<file path="src/hdl/pdrq_pkg.sv">
// shared types and codes for the port demux receive queues
package pdrq_pkg;

  localparam int PORT_W    = 16;
  localparam int BUF_W     = 10;
  localparam int LEN_W     = 16;
  localparam int HWADDR_W  = 48;
  localparam int SLOT_W    = 4;
  localparam int DROP_W    = 32;
  localparam int CFG_DW    = 32;
  localparam int CFG_AW    = 3;

  localparam logic [1:0] ACT_ARRIVE  = 2'd0;
  localparam logic [1:0] ACT_RECEIVE = 2'd1;
  localparam logic [1:0] ACT_REMOVE  = 2'd2;
  localparam logic [1:0] ACT_NONE    = 2'd3;

  localparam logic CFG_REG_MAX_PORT = 1'b0;

  typedef enum logic [2:0] {
    ST_ENQ      = 3'd0,
    ST_NOSLOT   = 3'd1,
    ST_FULL     = 3'd2,
    ST_DEQ      = 3'd3,
    ST_EMPTY    = 3'd4,
    ST_BADPORT  = 3'd5,
    ST_REMOVED  = 3'd6,
    ST_NOTFOUND = 3'd7
  } status_t;

  typedef struct packed {
    logic [1:0]          action;
    logic [PORT_W-1:0]   port_number;
    logic [BUF_W-1:0]    buffer_handle;
    logic [LEN_W-1:0]    msg_length;
    logic [HWADDR_W-1:0] sender_hwaddr;
    logic [PORT_W-1:0]   sender_port;
    logic [LEN_W-1:0]    max_length;
  } item_t;

  typedef struct packed {
    status_t             status;
    logic [SLOT_W-1:0]   slot_index;
    logic [BUF_W-1:0]    out_buffer;
    logic [LEN_W-1:0]    out_length;
    logic [HWADDR_W-1:0] out_hwaddr;
    logic [PORT_W-1:0]   out_sender_port;
    logic [DROP_W-1:0]   dropped_count;
  } result_t;

  // one queued frame descriptor
  typedef struct packed {
    logic [BUF_W-1:0]    buffer;
    logic [LEN_W-1:0]    length;
    logic [HWADDR_W-1:0] hwaddr;
    logic [PORT_W-1:0]   sender_port;
  } entry_t;

  typedef struct packed {
    logic eq;
    logic lt;
  } cmp_res_t;

endpackage

</file>
<file path="src/hdl/pdrq_cmp_unit.sv">
// shared 16-bit compare unit: equality and unsigned less-than
module pdrq_cmp_unit (
  input  logic [pdrq_pkg::PORT_W-1:0] opa,
  input  logic [pdrq_pkg::PORT_W-1:0] opb,
  output pdrq_pkg::cmp_res_t          res
);

  always_comb begin
    res.eq = (opa == opb);
    res.lt = (opa < opb);
  end

endmodule

</file>
<file path="config.mk">
export PLATFORM = sky130hd
export DESIGN_NAME = pdrq_cmp_unit
export DESIGN_NICKNAME = d
export VERILOG_FILES = /design/src/hdl/pdrq_pkg.sv /design/src/hdl/pdrq_cmp_unit.sv
export SDC_FILE = /design/constraint.sdc
export NUM_CORES = 1
export LEC_CHECK = 0
export ABC_AREA = 1
export BUFFER_PORTS_ARGS = -buffer_cell sky130_fd_sc_hd__buf_4
export CAP_MARGIN = 15
export CORE_AREA = 2 2 39 41
export DETAILED_ROUTE_END_ITERATION = 8
export DIE_AREA = 0 0 41 43
export PLACE_DENSITY = 0.64
export REMOVE_ABC_BUFFERS = 1
export SYNTH_ARGS = -nofsm -noshare
export SYNTH_HDL_FRONTEND = slang
export SYNTH_SLANG_ARGS = --single-unit
</file>
<file path="constraint.sdc">
create_clock -name vclk -period 1.6
set_input_delay 0.16 -clock vclk [all_inputs]
set_output_delay 0.16 -clock vclk [all_outputs]
set_load 0.005 [all_outputs]
</file>
==> flow_metrics.py <==
metrics = {
    "placement": {
        "gp_congestion": 0.573,
        "portBuffers": 34,
        "dpl.hpwl_um": 812,
        "pre_cts_slack_ns": 0.290,
        "dpl_cell_area_sq_um": 704,
    },
    "floorplan": {
        "start_util_pct": 31.0,
        "die_h_um": 43,
        "die_area_sq_mm": 0.00176,
        "io_pins": 34,
        "die-width_um": 41,
        "rows": 14,
        "core_region_area_sq_mm": 0.00138,
    },
    "sta": {
        "fin_setup_tns_ns": 0,
        "post-route-min-period_ns": 1.31,
        "setup_slack_ns": 0.291,
        "slew_viol_final": 0,
        "rsz0062_at_grt": "no",
        "tightestPinTransition_ns": 0.135,
        "fmax_mhz": 764,
        "max-slew-margin-rel_pct": 90.9,
        "hold_viol_final": 0,
        "setup_viol": 0,
        "fin_crit_sh_pct": 81.8,
    },
    "worst_setup_path": {
        "cp_slowest_stage_delay_ns": 0.30,
        "crit_top_cell": "buf_4",
        "critPathKind": "primary input to output pin",
        "critPathLaunchType": "primary input",
        "path_cells": "buf_4, ha_1, a21o_1, o21ai_1, nand2_1, a21oi_2, buf_4",
        "critPathCaptureType": "output pin",
        "cp_slowest_cell": "ha_1",
        "crit_fanout": 2,
        "critPathArrivalTime_ns": 1.15,
        "worstPathRequired_ns": 1.44,
    },
    "cells_and_area": {
        "seqCellArea_sq_um": 0,
        "antenna_cells": 0,
        "nClkBuffers": 0,
        "fin_nets": 154,
        "seq_cells": 0,
        "drive_gt1_share_pct": 33.7,
        "design_area_sq_um": 704,
        "syn2layout_area_growth_pct": 64.1,
        "fill_cells": 152,
    },
    "run_status": {
        "outcome": "finished clean",
    },
    "yosys": {
        "yosysSeqAreaShare_pct": 0,
        "synth_compound_area_share_pct": 14.3,
        "synthMuxAreaShare_pct": 0,
        "yosysWarnings": 0,
        "synth_top_family_by_area": "adder cells",
        "synth_area_per_cell_sq_um": 6.13,
        "synth-adder-area-share_pct": 46.6,
        "yosys.area_share.simple_pct": 20.7,
        "synth_xor_area_share_pct": 0,
        "syn-cell-area_sq_um": 429,
        "synth_cells": 70,
        "synth_cell_types": 10,
    },
    "pwr": {
        "p_leak_nw": 0.474,
        "ir_drop_mv": 0.0785,
        "p_per_area_mw_per_mm2": 218,
    },
    "routing": {
        "routedWlPerCell_um": 6.86,
        "drc": 0,
        "via_count": 509,
        "first_pass_iters": 1,
        "via_per_inst": 4.24,
        "wl_um": 823,
        "drt-initial-drc-count": 0,
        "ant_nets": 0,
    },
    "global_route": {
        "grt_max_degree": 3,
        "grt_antenna_before_repair": 0,
        "track_usage_pct": 10.1,
        "grt_pass1_wl_um": 1380,
        "grt_pass1_vias": 408,
        "overflow": 0,
    },
    "clock_tree": {
        "ctsHoldBuffers": 0,
        "post_cts_buffers": 0,
        "cts_resized": 0,
    },
    "worst_hold_path": {
        "hold_path_class": "primary input to output pin",
    },
    "flow_run": {
        "drv_cap": 0,
    },
}
-- critical path, delay by kind of cell --
| kind | cells | cell delay (ns) |
|---|---|---|
| compound gates | 3 | 0.40 |
| fa+ha+maj | 1 | 0.30 |
| simple gates | 1 | 0.07 |
| buf+inv | 2 | 0.23 |
-- cells in the final DEF, fill, tap and decap left out, drive strengths merged --
master,instances
inv,21
nand4,1
o21a,1
ha,16
nand2,16
a21oi,6
a21o,2
buf,34
nor2,6
o21ai,1
-- logic make-up after synthesis --
kind of cell,Yosys count
buf+inv,21
compound gates,10
fa+ha+maj,16
simple gates,23
-- power breakdown --
part | internal [mW] | leakage (nW) | switching (mW)
registers | 0 | 0 | 0
logic | 0.0936 | 0.474 | 0.0600
clock network | 0 | 0 | 0
total | 0.0936 | 0.474 | 0.0600
-- layer usage --
metal	global-route usage [%]	routed length [um]	part of all wire [%]	vias to the layer above
met2	18.8	401	49	19
li1	-	-	-	285
met5	0	0	0	-
met3	0	70	8.5	0
met4	0	0	0	0
met1	13.0	351	43	205
-- final timing paths --
check | from | end | cells past startpoint
setup / recovery | opa[11] | res[0] | 7
hold / removal | opb[0] | res[1] | 5
-- cell usage after synthesis, drive strengths merged --
cell   instances  area share (%)
ha            16              47
nand4          1             1.5
nor2           6             5.2
nand2         16              14
inv           21              18
a21oi          6             7.9
o21ai          1             1.2
a21o           2             3.5
o21a           1             1.7
-- stage by stage --
stage | utilization, % | std cells | total power [mW] | hold WS [ns]
final | 50.9 | 120 | 0.154 | 0.791
after global routing | 50.9 | 120 | 0.182 | 0.876
after global placement | 50.9 | 120 | 0.152 | 0.796
after floorplan | - | 70 | 0.0770 | 0.597
after detailed placement | 50.9 | 120 | 0.156 | 0.804
after CTS | 50.9 | 120 | 0.157 | 0.804
-- cell type report --
class | instances | area [sq um] | area share, %
multi-input cells | 49 | 350 | 49.7
repair buffers | 34 | 255 | 36.2
inverters | 21 | 78.8 | 11.2
well taps | 16 | 20.0 | 2.84
No activity file was read; power rests on OpenSTA's default activity.
